===== src/hw/rtl/assert_macros.svh =====
// Assertion macros shared by the calibrator RTL; define NO_ASSERTIONS to drop them.
`ifndef ASSERT_MACROS_SVH
`define ASSERT_MACROS_SVH
`ifndef NO_ASSERTIONS
// Same-cycle implication, clocked on clk and disabled while arst_n is low.
`define GZOC_ASSERT_SAME(name, a, b) \
	name: assert property (@(posedge clk) disable iff (!arst_n) (a) |-> (b)) \
		else $error("same-cycle implication failed");
// Next-cycle implication, clocked on clk and disabled while arst_n is low.
`define GZOC_ASSERT_NEXT(name, a, b) \
	name: assert property (@(posedge clk) disable iff (!arst_n) (a) |=> (b)) \
		else $error("next-cycle implication failed");
`else
`define GZOC_ASSERT_SAME(name, a, b)
`define GZOC_ASSERT_NEXT(name, a, b)
`endif
`endif


===== src/hw/rtl/gzoc_pkg.sv =====
// Types and constants of the gyro zero-offset calibrator.
package gzoc_pkg;

	localparam int OP_W      = 2;
	localparam int TIME_W    = 32;
	localparam int ANGLE_W   = 16;
	localparam int CODE_W    = 12;
	localparam int CORR_W    = 12;
	localparam int STAGE_W   = 2;
	localparam int CFG_IDX_W = 2;
	localparam int CFG_W     = 32;
	localparam int COUNT_W   = 16;
	localparam int MAXDEV_W  = 16;

	typedef enum logic [OP_W-1:0] {
		OP_STEP   = 2'd0,
		OP_TARGET = 2'd1,
		OP_INIT   = 2'd2,
		OP_NONE   = 2'd3
	} op_t;

	typedef enum logic [STAGE_W-1:0] {
		ST_GRAB  = 2'd0,
		ST_CHECK = 2'd1,
		ST_ACCUM = 2'd2,
		ST_WAIT  = 2'd3
	} stage_t;

	typedef enum logic [CFG_IDX_W-1:0] {
		CFG_SAMPLE_COUNT = 2'd0,
		CFG_REPEAT_MS    = 2'd1,
		CFG_MAX_DEV      = 2'd2,
		CFG_UNUSED       = 2'd3
	} cfg_idx_t;

	localparam logic [COUNT_W-1:0]  SAMPLE_COUNT_RST = 16'd1000;
	localparam logic [TIME_W-1:0]   REPEAT_MS_RST    = 32'd5000;
	localparam logic [MAXDEV_W-1:0] MAX_DEV_RST      = 16'd16;

	localparam logic [CORR_W-1:0] MID_CODE        = 12'h7FF;
	localparam logic [TIME_W-1:0] CHECK_PERIOD_MS = 32'd500;
	localparam logic [1:0]        CHECKS_NEEDED   = 2'd3;

	typedef struct packed {
		logic step;
		logic div_start;
		logic load_out;
	} ctrl_cmd_t;

	typedef struct packed {
		logic div_needed;
		logic div_done;
	} dp_status_t;

endpackage


===== src/hw/rtl/gzoc_if.sv =====
// Handshake channels for sample items and result items.
interface gzoc_in_if;
	import gzoc_pkg::*;
	logic                 valid;
	logic                 ready;
	logic [OP_W-1:0]      operation;
	logic [TIME_W-1:0]    time_ms;
	logic [ANGLE_W-1:0]   shaft_angle;
	logic [CODE_W-1:0]    rate_code;
	logic [ANGLE_W-1:0]   target_angle;

	modport source (output valid, operation, time_ms, shaft_angle, rate_code,
		target_angle, input ready);
	modport sink (input valid, operation, time_ms, shaft_angle, rate_code,
		target_angle, output ready);
endinterface

interface gzoc_out_if;
	import gzoc_pkg::*;
	logic                      valid;
	logic                      ready;
	logic                      correction_ready;
	logic signed [CORR_W-1:0]  correction;
	logic [STAGE_W-1:0]        stage;

	modport source (output valid, correction_ready, correction, stage, input ready);
	modport sink (input valid, correction_ready, correction, stage, output ready);
endinterface


===== src/hw/rtl/gzoc_div.sv =====
// Restoring divider, one quotient bit per cycle.
module gzoc_div #(
	parameter int DIVIDEND_W = 28,
	parameter int DIVISOR_W  = 17
) (
	input  logic                  clk,
	input  logic                  arst_n,
	input  logic                  start,
	input  logic [DIVIDEND_W-1:0] dividend,
	input  logic [DIVISOR_W-1:0]  divisor,
	output logic                  done,
	output logic [DIVIDEND_W-1:0] quotient
);
	localparam int CNT_W = $clog2(DIVIDEND_W + 1);

	logic [DIVIDEND_W-1:0] quo_q;
	logic [DIVISOR_W-1:0]  rem_q;
	logic [CNT_W-1:0]      cnt_q;
	logic                  busy_q;
	logic                  done_q;
	logic [DIVISOR_W:0]    shifted;
	logic [DIVISOR_W:0]    diff;
	logic                  fits;

	always_comb begin
		shifted = {rem_q, quo_q[DIVIDEND_W-1]};
		fits    = shifted >= {1'b0, divisor};
		diff    = shifted - {1'b0, divisor};
	end

	always_ff @(posedge clk or negedge arst_n) begin
		if (!arst_n) begin
			busy_q <= 1'b0;
			done_q <= 1'b0;
			cnt_q  <= '0;
		end else begin
			done_q <= 1'b0;
			if (start) begin
				busy_q <= 1'b1;
				cnt_q  <= CNT_W'(DIVIDEND_W);
			end else if (busy_q) begin
				cnt_q <= cnt_q - 1'b1;
				if (cnt_q == CNT_W'(1)) begin
					busy_q <= 1'b0;
					done_q <= 1'b1;
				end
			end
		end
	end

	// The remainder always stays below the divisor, so it fits DIVISOR_W bits.
	always_ff @(posedge clk) begin
		if (start) begin
			quo_q <= dividend;
			rem_q <= '0;
		end else if (busy_q) begin
			quo_q <= {quo_q[DIVIDEND_W-2:0], fits};
			rem_q <= fits ? diff[DIVISOR_W-1:0] : shifted[DIVISOR_W-1:0];
		end
	end

	assign done     = done_q;
	assign quotient = quo_q;
endmodule


===== src/hw/rtl/gzoc_ctrl.sv =====
// Controller: sequences item acceptance, the division and the output register.
module gzoc_ctrl (
	input  logic                   clk,
	input  logic                   arst_n,
	input  logic                   in_valid,
	output logic                   in_ready,
	output logic                   out_valid,
	input  logic                   out_ready,
	input  gzoc_pkg::dp_status_t   status,
	output gzoc_pkg::ctrl_cmd_t    cmd
);
	import gzoc_pkg::*;

	typedef enum logic [1:0] {
		C_IDLE,
		C_DIV_GO,
		C_DIV_WAIT,
		C_HOLD
	} ctrl_state_t;

	ctrl_state_t state_q;
	logic        out_valid_q;
	logic        out_free;

	always_comb begin
		out_free      = !out_valid_q || out_ready;
		in_ready      = state_q == C_IDLE;
		cmd.step      = (state_q == C_IDLE) && in_valid;
		cmd.div_start = state_q == C_DIV_GO;
		cmd.load_out  = (state_q == C_HOLD) && out_free;
	end

	always_ff @(posedge clk or negedge arst_n) begin
		if (!arst_n) begin
			state_q     <= C_IDLE;
			out_valid_q <= 1'b0;
		end else begin
			if (cmd.load_out)
				out_valid_q <= 1'b1;
			else if (out_ready)
				out_valid_q <= 1'b0;
			unique case (state_q)
				C_IDLE: begin
					if (in_valid)
						state_q <= status.div_needed ? C_DIV_GO : C_HOLD;
				end
				C_DIV_GO: begin
					state_q <= C_DIV_WAIT;
				end
				C_DIV_WAIT: begin
					if (status.div_done)
						state_q <= C_HOLD;
				end
				C_HOLD: begin
					if (out_free)
						state_q <= C_IDLE;
				end
				default: state_q <= C_IDLE;
			endcase
		end
	end

	assign out_valid = out_valid_q;
endmodule


===== src/hw/rtl/gzoc_dp.sv =====
// Datapath: configuration, sequencer state, angle check, code sum and divider.
module gzoc_dp #(
	parameter int ANGLE_BITS = 16,
	parameter int CODE_BITS  = 12,
	parameter int COUNT_BITS = 16
) (
	input  logic                              clk,
	input  logic                              arst_n,
	input  gzoc_pkg::ctrl_cmd_t               cmd,
	output gzoc_pkg::dp_status_t              status,
	input  logic                              cfg_we,
	input  logic [gzoc_pkg::CFG_IDX_W-1:0]    cfg_index,
	input  logic [gzoc_pkg::CFG_W-1:0]        cfg_data,
	input  logic [gzoc_pkg::OP_W-1:0]         operation,
	input  logic [gzoc_pkg::TIME_W-1:0]       time_ms,
	input  logic [gzoc_pkg::ANGLE_W-1:0]      shaft_angle,
	input  logic [gzoc_pkg::CODE_W-1:0]       rate_code,
	input  logic [gzoc_pkg::ANGLE_W-1:0]      target_angle,
	output logic                              correction_ready,
	output logic signed [gzoc_pkg::CORR_W-1:0] correction,
	output logic [gzoc_pkg::STAGE_W-1:0]      stage
);
	import gzoc_pkg::*;

	localparam int SUM_W = CODE_BITS + COUNT_BITS;
	localparam int DEV_W = (ANGLE_BITS > MAXDEV_W) ? ANGLE_BITS : MAXDEV_W;
	localparam logic [ANGLE_BITS-1:0] HALF_CIRCLE = {1'b1, {(ANGLE_BITS-1){1'b0}}};

	// Configuration registers.
	logic [COUNT_W-1:0]  sample_count_q;
	logic [TIME_W-1:0]   repeat_ms_q;
	logic [MAXDEV_W-1:0] max_dev_q;

	// Sequencer state.
	stage_t                 stage_q;
	logic [ANGLE_BITS-1:0]  ref_angle_q;
	logic [1:0]             steady_q;
	logic [TIME_W-1:0]      phase_start_q;
	logic [COUNT_BITS-1:0]  samples_q;
	logic [SUM_W-1:0]       sum_q;
	logic [ANGLE_W-1:0]     cal_target_q;
	logic [CORR_W-1:0]      last_corr_q;
	logic                   res_ready_q;

	// Output register.
	logic                   out_ready_flag_q;
	logic [CORR_W-1:0]      out_corr_q;
	stage_t                 out_stage_q;

	op_t                    op;
	stage_t                 eff_stage;
	logic                   target_hit;
	logic                   is_step_op;
	logic [TIME_W-1:0]      elapsed;
	logic [ANGLE_BITS-1:0]  angle_m;
	logic [CODE_BITS-1:0]   code_m;
	logic [ANGLE_BITS-1:0]  diff;
	logic [ANGLE_BITS-1:0]  arc;
	logic                   in_limit;
	logic [COUNT_BITS-1:0]  count;
	logic [COUNT_BITS:0]    divisor;
	logic [COUNT_BITS-1:0]  samples_nx;
	logic [SUM_W-1:0]       sum_nx;
	logic [1:0]             steady_nx;
	logic                   div_done;
	logic [SUM_W-1:0]       quotient;

	always_comb begin
		op         = op_t'(operation);
		is_step_op = (op == OP_STEP) || (op == OP_TARGET);
		target_hit = (op == OP_TARGET) && (target_angle != cal_target_q);
		eff_stage  = target_hit ? ST_GRAB : stage_q;
		elapsed    = time_ms - phase_start_q;
		angle_m    = ANGLE_BITS'(shaft_angle);
		code_m     = CODE_BITS'(rate_code);
		// Shorter way round the circle; exactly half a circle stays as it is.
		diff       = angle_m - ref_angle_q;
		arc        = (diff > HALF_CIRCLE) ? (ANGLE_BITS'(0) - diff) : diff;
		in_limit   = DEV_W'(arc) <= DEV_W'(max_dev_q);
		count      = COUNT_BITS'(sample_count_q);
		divisor    = {count == '0, count};
		samples_nx = samples_q + 1'b1;
		sum_nx     = sum_q + SUM_W'(code_m);
		steady_nx  = steady_q + 2'd1;
		status.div_needed = is_step_op && (eff_stage == ST_ACCUM) && in_limit
			&& (samples_nx == count);
		status.div_done   = div_done;
	end

	gzoc_div #(
		.DIVIDEND_W (SUM_W),
		.DIVISOR_W  (COUNT_BITS + 1)
	) u_div (
		.clk      (clk),
		.arst_n   (arst_n),
		.start    (cmd.div_start),
		.dividend (sum_q),
		.divisor  (divisor),
		.done     (div_done),
		.quotient (quotient)
	);

	always_ff @(posedge clk or negedge arst_n) begin
		if (!arst_n) begin
			sample_count_q <= SAMPLE_COUNT_RST;
			repeat_ms_q    <= REPEAT_MS_RST;
			max_dev_q      <= MAX_DEV_RST;
		end else if (cfg_we) begin
			unique case (cfg_idx_t'(cfg_index))
				CFG_SAMPLE_COUNT: sample_count_q <= cfg_data[COUNT_W-1:0];
				CFG_REPEAT_MS:    repeat_ms_q    <= cfg_data[TIME_W-1:0];
				CFG_MAX_DEV:      max_dev_q      <= cfg_data[MAXDEV_W-1:0];
				default: ;
			endcase
		end
	end

	always_ff @(posedge clk or negedge arst_n) begin
		if (!arst_n) begin
			stage_q       <= ST_WAIT;
			ref_angle_q   <= '0;
			steady_q      <= '0;
			phase_start_q <= '0;
			samples_q     <= '0;
			sum_q         <= '0;
			cal_target_q  <= '0;
			last_corr_q   <= '0;
			res_ready_q   <= 1'b0;
		end else begin
			if (div_done)
				last_corr_q <= MID_CODE - quotient[CORR_W-1:0];
			if (cmd.step) begin
				res_ready_q <= status.div_needed;
				unique case (op)
					OP_INIT: begin
						stage_q       <= ST_WAIT;
						phase_start_q <= time_ms;
						samples_q     <= '0;
						sum_q         <= '0;
					end
					OP_STEP, OP_TARGET: begin
						if (target_hit)
							cal_target_q <= target_angle;
						stage_q <= eff_stage;
						unique case (eff_stage)
							ST_GRAB: begin
								ref_angle_q   <= angle_m;
								steady_q      <= '0;
								phase_start_q <= time_ms;
								stage_q       <= ST_CHECK;
							end
							ST_CHECK: begin
								if (elapsed >= CHECK_PERIOD_MS) begin
									if (in_limit) begin
										phase_start_q <= time_ms;
										steady_q      <= steady_nx;
										if (steady_nx == CHECKS_NEEDED) begin
											samples_q <= '0;
											sum_q     <= '0;
											stage_q   <= ST_ACCUM;
										end
									end else begin
										stage_q <= ST_GRAB;
									end
								end
							end
							ST_ACCUM: begin
								if (!in_limit) begin
									stage_q <= ST_GRAB;
								end else begin
									sum_q     <= sum_nx;
									samples_q <= samples_nx;
									if (samples_nx == count) begin
										stage_q       <= ST_WAIT;
										phase_start_q <= time_ms;
									end
								end
							end
							default: begin
								if (elapsed >= repeat_ms_q)
									stage_q <= ST_GRAB;
							end
						endcase
					end
					default: ;
				endcase
			end
		end
	end

	always_ff @(posedge clk) begin
		if (cmd.load_out) begin
			out_ready_flag_q <= res_ready_q;
			out_corr_q       <= last_corr_q;
			out_stage_q      <= stage_q;
		end
	end

	assign correction_ready = out_ready_flag_q;
	assign correction       = out_corr_q;
	assign stage            = out_stage_q;
endmodule


===== src/hw/rtl/gyro_zero_offset_calibrator_top.sv =====
// Top level of the gyro zero-offset calibrator.
//
//  Channel     Direction  Handshake           Payload
//  sample_in   in         valid/ready         operation, time_ms, shaft_angle,
//                                             rate_code, target_angle
//  result_out  out        valid/ready         correction_ready, correction, stage
//  cfg         in         cfg_we (no wait)    cfg_index, cfg_data
//
// An item that does not finish a calibration goes from acceptance to the hold state, which
// loads it into the output register once that register is free; the next item can then be taken.
// One that finishes a calibration first passes through the divider start and wait states,
// held there by the restoring divider, one quotient bit a cycle, until the quotient is done.
// Reset is asynchronous and needs no clearing pass.
// One result may wait in the output register while the next item is accepted and worked
// on; that item's result then holds until the output register is taken.
module gyro_zero_offset_calibrator_top #(
	parameter int ANGLE_BITS = 16,
	parameter int CODE_BITS  = 12,
	parameter int COUNT_BITS = 16
) (
	input  logic                           clk,
	input  logic                           arst_n,
	gzoc_in_if.sink                        sample_in,
	gzoc_out_if.source                     result_out,
	input  logic                           cfg_we,
	input  logic [gzoc_pkg::CFG_IDX_W-1:0] cfg_index,
	input  logic [gzoc_pkg::CFG_W-1:0]     cfg_data
);
	import gzoc_pkg::*;
	`include "assert_macros.svh"

	ctrl_cmd_t  cmd;
	dp_status_t status;

	gzoc_ctrl u_ctrl (
		.clk       (clk),
		.arst_n    (arst_n),
		.in_valid  (sample_in.valid),
		.in_ready  (sample_in.ready),
		.out_valid (result_out.valid),
		.out_ready (result_out.ready),
		.status    (status),
		.cmd       (cmd)
	);

	gzoc_dp #(
		.ANGLE_BITS (ANGLE_BITS),
		.CODE_BITS  (CODE_BITS),
		.COUNT_BITS (COUNT_BITS)
	) u_dp (
		.clk              (clk),
		.arst_n           (arst_n),
		.cmd              (cmd),
		.status           (status),
		.cfg_we           (cfg_we),
		.cfg_index        (cfg_index),
		.cfg_data         (cfg_data),
		.operation        (sample_in.operation),
		.time_ms          (sample_in.time_ms),
		.shaft_angle      (sample_in.shaft_angle),
		.rate_code        (sample_in.rate_code),
		.target_angle     (sample_in.target_angle),
		.correction_ready (result_out.correction_ready),
		.correction       (result_out.correction),
		.stage            (result_out.stage)
	);

	// A completing item must go on to start the divider in the following cycle.
	`GZOC_ASSERT_NEXT(a_div_follows, cmd.step && status.div_needed, cmd.div_start)
	// No item is taken while a division is under way.
	`GZOC_ASSERT_NEXT(a_busy_in_div, cmd.div_start, !sample_in.ready)
	// Loading the output register always presents a result next cycle.
	`GZOC_ASSERT_NEXT(a_load_shows, cmd.load_out, result_out.valid)
	// A fresh correction is only ever reported together with the wait stage.
	`GZOC_ASSERT_SAME(a_ready_in_wait, result_out.valid && result_out.correction_ready,
		result_out.stage == ST_WAIT)
endmodule

===== src/flat_wrapper.sv =====
// flat-port wrapper written by rule: the top's interface ports become plain ports
module gyro_zero_offset_calibrator_top_flat import gzoc_pkg::*;
#(
	parameter int ANGLE_BITS = 16,
	parameter int CODE_BITS  = 12,
	parameter int COUNT_BITS = 16
)
  (clk, arst_n, cfg_we, cfg_index, cfg_data, sample_in_valid, sample_in_operation, sample_in_time_ms, sample_in_shaft_angle, sample_in_rate_code, sample_in_target_angle, sample_in_ready, result_out_valid, result_out_correction_ready, result_out_correction, result_out_stage, result_out_ready);
  gzoc_in_if sample_in_i ();
  gzoc_out_if result_out_i ();
  input  logic clk;
  input  logic arst_n;
  input  logic cfg_we;
  input  logic [gzoc_pkg::CFG_IDX_W-1:0] cfg_index;
  input  logic [gzoc_pkg::CFG_W-1:0] cfg_data;
  input wire logic [$bits(sample_in_i.valid)-1:0] sample_in_valid;
  input wire logic [$bits(sample_in_i.operation)-1:0] sample_in_operation;
  input wire logic [$bits(sample_in_i.time_ms)-1:0] sample_in_time_ms;
  input wire logic [$bits(sample_in_i.shaft_angle)-1:0] sample_in_shaft_angle;
  input wire logic [$bits(sample_in_i.rate_code)-1:0] sample_in_rate_code;
  input wire logic [$bits(sample_in_i.target_angle)-1:0] sample_in_target_angle;
  output wire logic [$bits(sample_in_i.ready)-1:0] sample_in_ready;
  output wire logic [$bits(result_out_i.valid)-1:0] result_out_valid;
  output wire logic [$bits(result_out_i.correction_ready)-1:0] result_out_correction_ready;
  output wire logic [$bits(result_out_i.correction)-1:0] result_out_correction;
  output wire logic [$bits(result_out_i.stage)-1:0] result_out_stage;
  input wire logic [$bits(result_out_i.ready)-1:0] result_out_ready;
  assign sample_in_i.valid = sample_in_valid;
  assign sample_in_i.operation = sample_in_operation;
  assign sample_in_i.time_ms = sample_in_time_ms;
  assign sample_in_i.shaft_angle = sample_in_shaft_angle;
  assign sample_in_i.rate_code = sample_in_rate_code;
  assign sample_in_i.target_angle = sample_in_target_angle;
  assign sample_in_ready = sample_in_i.ready;
  assign result_out_valid = result_out_i.valid;
  assign result_out_correction_ready = result_out_i.correction_ready;
  assign result_out_correction = result_out_i.correction;
  assign result_out_stage = result_out_i.stage;
  assign result_out_i.ready = result_out_ready;
  gyro_zero_offset_calibrator_top #(.ANGLE_BITS(ANGLE_BITS), .CODE_BITS(CODE_BITS), .COUNT_BITS(COUNT_BITS)) u_core (.clk(clk), .arst_n(arst_n), .sample_in(sample_in_i), .result_out(result_out_i), .cfg_we(cfg_we), .cfg_index(cfg_index), .cfg_data(cfg_data));
endmodule

===== config.mk =====
export PLATFORM = sky130hd
export DESIGN_NAME = gyro_zero_offset_calibrator_top_flat
export DESIGN_NICKNAME = d
export VERILOG_FILES = /design/src/hw/rtl/gzoc_pkg.sv /design/src/hw/rtl/gzoc_if.sv /design/src/hw/rtl/gzoc_div.sv /design/src/hw/rtl/gzoc_ctrl.sv /design/src/hw/rtl/gzoc_dp.sv /design/src/hw/rtl/gyro_zero_offset_calibrator_top.sv /design/src/flat_wrapper.sv
export VERILOG_INCLUDE_DIRS = /design/src /design/src/hw/rtl
export SDC_FILE = /design/constraint.sdc
export NUM_CORES = 1
export LEC_CHECK = 0
export BUFFER_PORTS_ARGS = -buffer_cell sky130_fd_sc_hd__clkbuf_2
export CORE_UTILIZATION = 35
export CTS_CLUSTER_DIAMETER = 150
export CTS_CLUSTER_SIZE = 10
export DETAILED_ROUTE_END_ITERATION = 10
export GPL_ROUTABILITY_DRIVEN = 1
export GPL_TIMING_DRIVEN = 1
export PLACE_DENSITY = 0.51
export SYNTH_ARGS = -nofsm -noshare
export SYNTH_HDL_FRONTEND = slang
export SYNTH_SLANG_ARGS = --single-unit

===== constraint.sdc =====
create_clock -name clk -period 9.95 [get_ports clk]
set_input_delay 1.99 -clock clk [delete_from_list [all_inputs] [get_ports clk]]
set_output_delay 1.99 -clock clk [all_outputs]
set_load 0.05 [all_outputs]

==> flow_metrics.env, run 1 <==
export IMPL_synth_area_top_cells="dfrtp_1 27%, ha_1 10%, edfxtp_1 7.6%"
export IMPL_drc=0
export IMPL_yosys_area_top_type_share_pct=27.3
export IMPL_leakagePower_nw=8.60
export IMPL_setup_ws_ps=1720
export IMPL_rsz0062_at_grt="false"
export IMPL_grt_pass1_vias=13000
export IMPL_slew_headroom_pct=37.8
export IMPL_ys_warn_count=0
export IMPL_drive_gt1_share_pct=19.5
export IMPL_finalSetupViolCount=0
export IMPL_wire_per_inst_um=16.2
export IMPL_p_per_area_nw_per_um2=138
export IMPL_register_area_um2=6630
export IMPL_syn_area_um2=17000
export IMPL_path_class="input pin to flip-flop"
export IMPL_worstHoldStart="u_core.u_dp.res_ready_q"
export IMPL_coreArea_um2=47800
export IMPL_critical_path_max_stage_delay_ps=670
export IMPL_place_ws_ps=1100
export IMPL_die_area_um2=49400
export IMPL_cp_start_kind="input pin"
export IMPL_h_tree_depth=1
export IMPL_cts_repair_resized=0
export IMPL_async_reset_ff_share_pct=76.8
export IMPL_clk_path_buf_depth=3
export IMPL_r2r_slack_ps=2960
export IMPL_whs_endpoint="u_core.u_dp.correction_ready"
export IMPL_syn_nets=1990
export IMPL_synth_seq_area_share_pct=39.0
export IMPL_yosysTopAreaCell="dfrtp_1"
export IMPL_timing_rr_end="u_core.u_dp.phase_start_q[1]"
export IMPL_yosysUniqueCellTypes=88
export IMPL_finalCriticalPeriod_ps=8230
export IMPL_grt_antenna_before_repair=2
export IMPL_synth_seq_cells=259
export IMPL_synth_cells=1732
export IMPL_via_count=12900
export IMPL_die_w_um=222
export IMPL_dp_hpwl_um=29900
export IMPL_grt_use_total_pct=16.6
export IMPL_total_power_mw=2.63
export IMPL_skew_ps=8.89
export IMPL_n_fill_cell=4761
export IMPL_grt_pass1_wl_um=67500
export IMPL_die_y_um=222
export IMPL_viasPerCell=5.17
export IMPL_endpoint_kind="flip-flop"
export IMPL_crit_path_top_delay_cell="o211ai_1"
export IMPL_hold_class="flip-flop to flip-flop"
export IMPL_firstDrtPassIters=5
export IMPL_slew_viol_final=0
export IMPL_peakVddDrop_uv=120
export IMPL_max_cap_violations=0
export IMPL_gp_congestion=0.817
export IMPL_initial_utilization_pct=35.5
export IMPL_syn_to_final_growth_pct=12.4
export IMPL_synth_edff_count=43
export IMPL_status="finished clean"
export IMPL_cts_sinks=259
export IMPL_path_clk_slew_ps=60
export IMPL_worstPathArrival_ps=8680
export IMPL_grt_max_degree=74
export IMPL_ios=134
export IMPL_io_buffers=133
export IMPL_hold_violations=0
export IMPL_core_rowCount=80
export IMPL_final_net_count=2107
export IMPL_cts_tree="built"
export IMPL_tightest_slew_ps=934
export IMPL_ff2ff_path_depth=26
export IMPL_postCtsSetupBuffers=0
export IMPL_clk_latency_ps=560
export IMPL_worstHoldPathCells=0
export IMPL_setup_tns_ps=0
export IMPL_drt_iter0_markers=623
export IMPL_cts_root_buf="clkbuf_16"
export IMPL_wirelength_um=40300
export IMPL_post_route_period_util_pct=82.7
export IMPL_synthFlopType="dfrtp_1"
export IMPL_cp_required_ps=10400
export IMPL_hold_buffers=0
export IMPL_fmax_ghz=0.122
export IMPL_critPathMaxFanout=32
export IMPL_diodes=0
export IMPL_route_antenna_remaining_nets=0
export IMPL_syn_area_per_cell_um2=9.81
export IMPL_cts_buffers_inserted=29
export IMPL_multi_input_area_um2=9510
export IMPL_rr_startpoint="u_core.u_dp.ref_angle_q[0]"
export IMPL_gr_total_overflow=0
Yosys cell counts, drive strengths merged (7+ instances only):
master  instances
a211oi         29
a21o           41
a21oi          83
a31oi          18
and2            8
and3           20
buf            21
clkbuf         38
dfrtp         185
dfstp          14
dfxtp          17
edfxtp         43
ha            137
inv           156
mux2          143
mux2i           7
nand2         121
nand2b         31
nand3          34
nand4          23
nor2          112
nor2b          14
nor3           19
nor4           15
o211ai          8
o21a            9
o21ai         125
o21bai         15
o31ai          28
or2             9
or3            10
xnor2          62
xor2           55
flip-flops by register name (all words and copies together), names as in the netlist, 2 cells and up:
signal and flops:
u_core.u_dp.steady_q 2, u_core.u_dp.cal_target_q 16, u_core.u_dp.max_dev_q 16, u_core.u_dp.ref_angle_q 16, u_core.u_dp.correction 12, u_core.u_dp.stage_q 2
u_core.u_dp.stage 2, u_core.u_dp.u_div.quotient 28, u_core.u_dp.samples_q 16, u_core.u_dp.repeat_ms_q 32, u_core.u_ctrl.state_q 2, u_core.u_dp.count 16
u_core.u_dp.last_corr_q 12, u_core.u_dp.u_div.cnt_q 5, u_core.u_dp.sum_q 28, u_core.u_dp.phase_start_q 32, u_core.u_dp.u_div.rem_q 17
stage by stage:
| step | instances | area [um^2] | hold slack (ps) | util, % |
|---|---|---|---|---|
| 4_1_cts | 2487 | 19100 | 441 | 39.9 |
| 6_report | 2487 | 19100 | 441 | 39.9 |
| 3_3_place_gp | 2433 | 18300 | 425 | 38.2 |
| 2_1_floorplan | 1732 | 17000 | 419 | - |
| 5_1_grt | 2487 | 19100 | 454 | 39.9 |
| 3_5_place_dp | 2433 | 18300 | 427 | 38.2 |
worst max-delay path by stage:
stage,to,start
floorplan,u_core.u_dp.phase_start_q[10],sample_in_shaft_angle[0]
detailed placement,u_core.u_dp.phase_start_q[1],sample_in_shaft_angle[0]
global route,u_core.u_dp.phase_start_q[1],sample_in_shaft_angle[0]
CTS,u_core.u_dp.phase_start_q[1],sample_in_shaft_angle[0]
finish,u_core.u_dp.phase_start_q[1],sample_in_shaft_angle[0]
global placement,u_core.u_dp.phase_start_q[1],sample_in_shaft_angle[0]
cell families after synthesis:
group / after synthesis / share of synthesized area (%)
XOR/XNOR: 117 / 6.03
adder cells (fa/ha/maj): 141 / 10.6
multiplexers: 150 / 10.6
flip-flops: 259 / 39.0
buffers and inverters: 215 / 5.19
AND/OR/NAND/NOR: 437 / 12.7
AO/OA/AOI/OAI: 413 / 15.9
critical path, delay by kind of cell:
kind,cells,cell delay (ps)
buf+inv,5,900
fa+ha+maj,3,850
xor+xnor,1,140
simple gates,7,1690
mux,1,400
compound gates,11,2710
per-layer routing:
layer,part of all wire [%],global-route usage [%],vias to the layer above
li1,-,-,6404
met1,50,23.5,6208
met2,45,26.7,193
met3,3.8,2.30,41
met4,1.6,3.38,4
met5,0.057,0,-
cell usage in the layout, fill, tap and decap left out, drive strengths merged, types with 29 or more instances in the layout:
cell type and n:
nand2b 31, nand2 121, edfxtp 43, o21ai 125
ha 137, a21o 41, mux2 143, a211oi 29
dfrtp 185, nor2 112, xor2 55, xnor2 62
a21oi 83, nand3 34, inv 157, clkbuf 186
area by class of cell:
cell class | count | share of cell area [%]
Tap cell | 615 | 4.03
Multi-Input combinational cell | 1258 | 49.8
Inverter | 156 | 3.07
Clock buffer | 53 | 4.28
Timing Repair Buffer | 145 | 4.01
Sequential cell | 259 | 34.7
Clock inverter | 1 | 0.0459
report_power, final:
group | switching, mW | total (mW) | internal (mW)
logic | 0.272 | 0.487 | 0.215
clock network | 0.432 | 0.977 | 0.546
registers | 0.0358 | 1.16 | 1.13
(Power assumes the default switching activity.)
==> inputs of run 2 (changes only) <==
--- a/config.mk
+++ b/config.mk
@@ -6,6 +6,7 @@
 export SDC_FILE = /design/constraint.sdc
 export NUM_CORES = 1
 export LEC_CHECK = 0
+export ABC_AREA = 1
 export BUFFER_PORTS_ARGS = -buffer_cell sky130_fd_sc_hd__clkbuf_2
 export CORE_UTILIZATION = 35
 export CTS_CLUSTER_DIAMETER = 150
@@ -13,7 +14,7 @@
 export DETAILED_ROUTE_END_ITERATION = 10
 export GPL_ROUTABILITY_DRIVEN = 1
 export GPL_TIMING_DRIVEN = 1
-export PLACE_DENSITY = 0.51
+export PLACE_DENSITY = 0.53
 export SYNTH_ARGS = -nofsm -noshare
 export SYNTH_HDL_FRONTEND = slang
 export SYNTH_SLANG_ARGS = --single-unit
==> constraint.sdc (replaced) <==
create_clock -name clk -period 7.35 [get_ports clk]
set_input_delay 1.47 -clock clk [delete_from_list [all_inputs] [get_ports clk]]
set_output_delay 1.47 -clock clk [all_outputs]
set_load 0.05 [all_outputs]
==> run 2 against run 1 <==
Compared with the run above: critical endpoint is now u_core.u_dp.phase_start_q[0]; the run now ends with design-rule violations left; highest routed layer is now met4; area after synthesis is 11% higher; wire length is 25% higher; synthesized cell count is 56% higher; sequential power is 89% higher; largest cell class unchanged.
==> flow_metrics.env, run 2 <==
export IMPL_status="finished, violations left"
export IMPL_violations="design-rule violations"
export IMPL_h_tree_depth=1
export IMPL_grt_pass1_wl_um=82300
export IMPL_synth_edff_count=43
export IMPL_yosysMostFrequentCell="nand2_1"
export IMPL_async_reset_ff_share_pct=76.8
export IMPL_slew_viol_final=0
export IMPL_comb_power_share_pct=57.0
export IMPL_wire_per_inst_um=14.2
export IMPL_p_per_area_nw_per_um2=393
export IMPL_critPathMaxFanout=33
export IMPL_max_cap_violations=0
export IMPL_finalSetupViolCount=0
export IMPL_tightest_slew_ps=1280
export IMPL_synthFlopType="dfrtp_1"
export IMPL_ios=134
export IMPL_finalCriticalPeriod_ps=6590
export IMPL_die_w_um=234
export IMPL_final_cell_mix="842 x nand2_1, 412 x inv_1, 185 x dfrtp_1"
export IMPL_critical_path_max_stage_delay_ps=470
export IMPL_viasPerCell=4.85
export IMPL_p_switching_mw=3.92
export IMPL_use_met1_pct=24.8
export IMPL_swShare_pct=47.5
export IMPL_yosysUniqueCellTypes=60
export IMPL_gr_total_overflow=0
export IMPL_io_buffers=133
export IMPL_globalRouteMet3Util_pct=2.23
export IMPL_final_net_count=3075
export IMPL_syn_area_um2=18800
export IMPL_synth_area_top_cells="dfrtp_1 25%, nand2_1 17%, ha_1 9.1%"
export IMPL_seqPwrFrac_pct=26.6
export IMPL_worstPathArrival_ps=7080
export IMPL_grtUsageMet2_pct=31.1
export IMPL_dp_hpwl_um=38600
export IMPL_rsz0062_at_grt="false"
export IMPL_yosys_area_top_type_share_pct=24.6
export IMPL_route_antenna_remaining_nets=0
export IMPL_n_fill_cell=5599
export IMPL_synth_seq_cells=259
export IMPL_yosysTopAreaCell="dfrtp_1"
export IMPL_p_clk_share_pct=16.4
export IMPL_leakagePower_nw=10.9
export IMPL_place_area_um2=20100
export IMPL_p_int_mw=4.33
export IMPL_postCtsSetupBuffers=0
export IMPL_hold_class="flip-flop to flip-flop"
export IMPL_layout_cells_most_common="nand2_1"
export IMPL_synthTopCellsByCount="843 x nand2_1, 412 x inv_1, 185 x dfrtp_1, 183 x nor2_1, 178 x nand3_1"
export IMPL_cts_sinks=259
export IMPL_cts_buffers_inserted=29
export IMPL_peakVddDrop_uv=218
export IMPL_syn_nets=2956
export IMPL_grt_max_degree=158
export IMPL_cp_required_ps=7840
export IMPL_clk_path_buf_depth=3
export IMPL_coreArea_um2=52900
export IMPL_clk_latency_ps=590
export IMPL_syn_to_final_growth_pct=11.5
export IMPL_hold_violations=0
export IMPL_die_y_um=234
export IMPL_cp_start_kind="input pin"
export IMPL_top_usage_layer="met2"
export IMPL_path_class="input pin to flip-flop"
export IMPL_wirelength_um=50100
export IMPL_cts_repair_resized=0
export IMPL_cts_tree="built"
export IMPL_drt_iter0_markers=983
export IMPL_diodes=0
export IMPL_setup_tns_ps=0
export IMPL_slew_headroom_pct=14.2
export IMPL_die_area_um2=54700
export IMPL_stdcell_area_um2=21000
export IMPL_core_rowCount=84
export IMPL_finalNonFillerCells=3528
export IMPL_endpoint_kind="flip-flop"
export IMPL_grt_pass1_vias=16300
export IMPL_drive_gt1_share_pct=9.33
export IMPL_crit_path_top_delay_cell="nand2_2"
export IMPL_gp_congestion=0.884
export IMPL_place_inst=3474
export IMPL_syn_area_per_cell_um2=6.97
export IMPL_fmax_ghz=0.152
export IMPL_post_route_period_util_pct=89.6
export IMPL_critPathMostFrequentCell="nand2_1"
export IMPL_top_regs="u_core.u_dp.phase_start_q x32, u_core.u_dp.repeat_ms_q x32"
export IMPL_utilization_pct=39.7
export IMPL_firstDrtPassIters=10
export IMPL_grt_use_total_pct=18.4
export IMPL_drc=18
export IMPL_initial_utilization_pct=35.6
export IMPL_path_clk_slew_ps=60
export IMPL_synth_seq_area_share_pct=35.2
export IMPL_skew_ps=34.5
export IMPL_grt_antenna_before_repair=0
export IMPL_hold_buffers=0
export IMPL_cts_root_buf="clkbuf_16"
export IMPL_ys_warn_count=0
export IMPL_synth_cells=2698
export IMPL_via_count=17100
run 2: path summary, 6_finish.rpt:
path	cells after the start	startpoint	to	slack, ps
setup / recovery	34	sample_in_shaft_angle[0]	u_core.u_dp.phase_start_q[0]	760
hold / removal	0	u_core.u_dp.last_corr_q[1]	u_core.u_dp.correction[1]	440
setup reg to reg	32	u_core.u_dp.ref_angle_q[0]	u_core.u_dp.phase_start_q[0]	1440
hold reg to reg	0	u_core.u_dp.last_corr_q[1]	u_core.u_dp.correction[1]	440
max in group asynchronous	2	arst_n	u_core.u_dp.phase_start_q[22]	5260
min in group asynchronous	1	arst_n	u_core.u_dp.last_corr_q[2]	840
run 2: routing by layer:
layer,share of wire (%),vias to the layer above,wire (um)
li1,-,8881,-
met2,46,260,23100
met1,48,7892,24000
met5,0,-,0
met3,3.5,73,1760
met4,2.6,0,1330
run 2: metrics by stage:
step,hold WS [ps],total power [mW],setup WS [ps]
CTS,446,8.31,776
global placement,431,6.80,372
global route,460,9.16,111
finish,444,8.24,763
detailed placement,432,6.92,164
floorplan,425,5.79,1810
run 2: logic make-up after synthesis:
family	synth area share [%]
flops	35.2
compound gates	11.2
fa+ha+maj	9.54
xor+xnor	3.33
buf+inv	10.2
simple gates	29.9
mux	0.599
run 2: power by group through the flow:
| stage | combinational [mW] | sequential [mW] | clock (mW) |
|---|---|---|---|
| after CTS | 4.72 | 2.20 | 1.40 |
| final | 4.70 | 2.19 | 1.35 |
| after global routing | 5.45 | 2.25 | 1.45 |
| after detailed placement | 4.70 | 2.22 | 0 |
| after global placement | 4.59 | 2.21 | 0 |
| after floorplan | 3.55 | 2.24 | 0 |
run 2: critical path, delay by kind of cell:
family,cells,cell delay (ps)
compound gates,7,1410
buf+inv,8,1100
fa+ha+maj,3,820
simple gates,16,2260
run 2: final cells by class:
| type | count | area (um^2) | area share, % |
|---|---|---|---|
| clock buffer | 53 | 816 | 3.89 |
| sequential | 259 | 6630 | 31.6 |
| inverter | 425 | 1600 | 7.61 |
| multi-input combinational | 1955 | 10300 | 49.0 |
| timing repair buffer | 147 | 792 | 3.78 |
| clock inverter | 1 | 8.76 | 0.0418 |
| tap | 688 | 861 | 4.11 |
==> inputs of run 3 (changes only) <==
--- a/config.mk
+++ b/config.mk
@@ -17,4 +17,5 @@
 export PLACE_DENSITY = 0.53
 export SYNTH_ARGS = -nofsm -noshare
 export SYNTH_HDL_FRONTEND = slang
+export SYNTH_HIERARCHICAL = 1
 export SYNTH_SLANG_ARGS = --single-unit
==> run 3 against run 2 <==
Compared with the run above: the run now ends clean; combinational power increased by 4.5%; hold slack better by 1.6 ps; highest routed layer unchanged; final cell count is 2.8% higher; critical path depth is 4 lower; clock skew decreased by 17 ps; cell area grew 1.6%; utilization decreased by 0.22 points; via count grew 1.5%; clock power hardly changed; largest power group unchanged; synthesized cell count increased by 3.7%.
==> flow_metrics.env, run 3 <==
export IMPL_status="finished clean"
export IMPL_hold_buffers=0
export IMPL_synth_area_top_cells="dfrtp_1 24%, nand2_1 18%, ha_1 8.9%"
export IMPL_syn_nets=3055
export IMPL_path_clk_slew_ps=60
export IMPL_place_ws_ps=379
export IMPL_final_cell_mix="929 x nand2_1, 431 x inv_1, 224 x nand3_1"
export IMPL_clk_path_buf_depth=3
export IMPL_globalRouteMet3Util_pct=1.67
export IMPL_syn_area_per_cell_um2=6.86
export IMPL_place_inst=3573
export IMPL_grt_max_degree=117
export IMPL_hold_violations=0
export IMPL_grt_pass1_wl_um=85800
export IMPL_setup_tns_ps=0
export IMPL_grtUsageMet2_pct=32.1
export IMPL_clk_latency_ps=600
export IMPL_postCtsSetupBuffers=0
export IMPL_via_count=17400
export IMPL_h_tree_depth=1
export IMPL_total_power_mw=8.50
export IMPL_grt_antenna_before_repair=0
export IMPL_syn_area_um2=19200
export IMPL_synthFlopType="dfrtp_1"
export IMPL_grt_pass1_vias=17000
export IMPL_io_buffers=133
export IMPL_firstDrtPassIters=7
export IMPL_diodes=0
export IMPL_ios=134
export IMPL_yosysUniqueCellTypes=56
export IMPL_finalSetupViolCount=0
export IMPL_p_int_mw=4.43
export IMPL_critPathMaxFanout=33
export IMPL_tightest_slew_ps=1120
export IMPL_synth_seq_cells=259
export IMPL_critical_path_max_stage_delay_ps=470
export IMPL_drt_iter0_markers=938
export IMPL_place_area_um2=20500
export IMPL_path_class="input pin to flip-flop"
export IMPL_final_net_count=3166
export IMPL_drc=0
export IMPL_p_per_area_nw_per_um2=399
export IMPL_post_route_period_util_pct=86.4
export IMPL_finalCriticalPeriod_ps=6350
export IMPL_yosysTopAreaCell="dfrtp_1"
export IMPL_whs_ps=446
export IMPL_slew_viol_final=0
export IMPL_drive_gt1_share_pct=9.31
export IMPL_cts_root_buf="clkbuf_16"
export IMPL_cp_required_ps=7820
export IMPL_crit_path_top_delay_cell="nand2_2"
export IMPL_stdcell_area_um2=21300
export IMPL_fmax_ghz=0.157
export IMPL_cts_repair_resized=0
export IMPL_yosysMostFrequentCell="nand2_1"
export IMPL_skew_ps=17.7
export IMPL_async_reset_ff_share_pct=76.8
export IMPL_syn_to_final_growth_pct=11.1
export IMPL_hold_class="flip-flop to flip-flop"
export IMPL_synth_seq_area_share_pct=34.6
export IMPL_grt_use_total_pct=18.6
export IMPL_worstHoldPathCells=0
export IMPL_top_regs="u_core/u_dp/phase_start_q x32, u_core/u_dp/repeat_ms_q x32"
export IMPL_leakagePower_nw=11.5
export IMPL_yosys_area_top_type_share_pct=24.1
export IMPL_cts_sinks=259
export IMPL_worstPathArrival_ps=6820
export IMPL_coreArea_um2=54000
export IMPL_seqPwrFrac_pct=26.1
export IMPL_ff2ff_path_depth=28
export IMPL_utilization_pct=39.4
export IMPL_die_w_um=236
export IMPL_synth_edff_count=43
export IMPL_cts_tree="built"
export IMPL_rsz0062_at_grt="false"
export IMPL_viasPerCell=4.79
export IMPL_use_met1_pct=24.9
export IMPL_p_switching_mw=4.07
export IMPL_route_antenna_remaining_nets=0
export IMPL_cp_start_kind="input pin"
export IMPL_cts_buffers_inserted=29
export IMPL_endpoint_kind="flip-flop"
export IMPL_core_rowCount=85
export IMPL_die_area_um2=55800
export IMPL_synth_cells=2797
export IMPL_die_y_um=236
export IMPL_p_clk_share_pct=16.1
export IMPL_max_cap_violations=0
export IMPL_layout_cells_most_common="nand2_1"
export IMPL_gp_congestion=0.892
export IMPL_slew_headroom_pct=25.3
export IMPL_comb_power_share_pct=57.8
export IMPL_critPathMostFrequentCell="nand2_1"
export IMPL_initial_utilization_pct=35.5
export IMPL_peakVddDrop_uv=213
export IMPL_finalNonFillerCells=3627
export IMPL_swShare_pct=47.9
export IMPL_dp_hpwl_um=39100
export IMPL_gr_total_overflow=0
export IMPL_synthTopCellsByCount="929 x nand2_1, 431 x inv_1, 225 x nand3_1, 200 x nor2_1, 185 x dfrtp_1"
export IMPL_setup_ws_ps=1000
export IMPL_ys_warn_count=6
export IMPL_top_usage_layer="met2"
export IMPL_wire_per_inst_um=14.1
export IMPL_wirelength_um=51300
[run 3: cell count changes in the layout (fill, tap and decap cells not counted), moves of 11 or more]
cell     change
o21ai_2     -12
nor2_1      +16
o21ai_0     -59
a21oi_1     -17
nand3_1     +46
xnor2_1     +16
o21ai_1     -13
inv_1       +19
xor2_1      -11
nand2_1     +87
[run 3: power by group through the flow]
stage	clock network, mW	logic, mW	registers (mW)
floorplan	0	3.75	2.25
global placement	0	4.81	2.23
detailed placement	0	4.92	2.24
CTS	1.42	4.94	2.22
global route	1.47	5.68	2.27
finish	1.37	4.91	2.21
[run 3: logic make-up after synthesis]
group | after synthesis | share of synthesized area (%)
multiplexers | 13 | 0.763
flip-flops | 259 | 34.6
adder cells (fa/ha/maj) | 141 | 9.35
buffers and inverters | 513 | 10.6
AO/OA/AOI/OAI | 276 | 7.63
XOR/XNOR | 74 | 3.38
AND/OR/NAND/NOR | 1521 | 33.7
[run 3: cell type report]
class | count | area [um^2]
clock buffer | 53 | 816
clock inverter | 1 | 20.0
fill | 5797 | 32700
inverter | 447 | 1680
multi-input combinational | 2025 | 10500
sequential | 259 | 6630
tap | 696 | 871
timing repair buffer | 146 | 772
[run 3: worst max-delay path: cells and delay by family]
| kind | cells | cell delay (ps) |
|---|---|---|
| buffers and inverters | 7 | 830 |
| AOI/OAI and AO/OA | 6 | 860 |
| xor gates and xnor gates | 1 | 450 |
| and+or+nand+nor | 13 | 2320 |
| adders and majority gates | 3 | 880 |
[run 3: final timing paths]
check,from,endpoint,slack [ps]
min,u_core/u_dp/last_corr_q[9],u_core/u_dp/correction[9],450
max,sample_in_shaft_angle[0],u_core/u_dp/phase_start_q[16],1000
max in group asynchronous,arst_n,u_core/u_dp/phase_start_q[23],5090
min in group asynchronous,arst_n,u_core/u_dp/u_div/cnt_q[4],1050
max reg2reg,u_core/u_dp/ref_angle_q[0],u_core/u_dp/phase_start_q[16],1660
min reg2reg,u_core/u_dp/last_corr_q[9],u_core/u_dp/correction[9],450
[run 3: routing by layer]
| layer | vias up | part of all wire (%) |
|---|---|---|
| li1 | 9066 | - |
| met1 | 7963 | 48 |
| met2 | 273 | 47 |
| met3 | 67 | 2.8 |
| met4 | 0 | 2.4 |
| met5 | - | 0 |
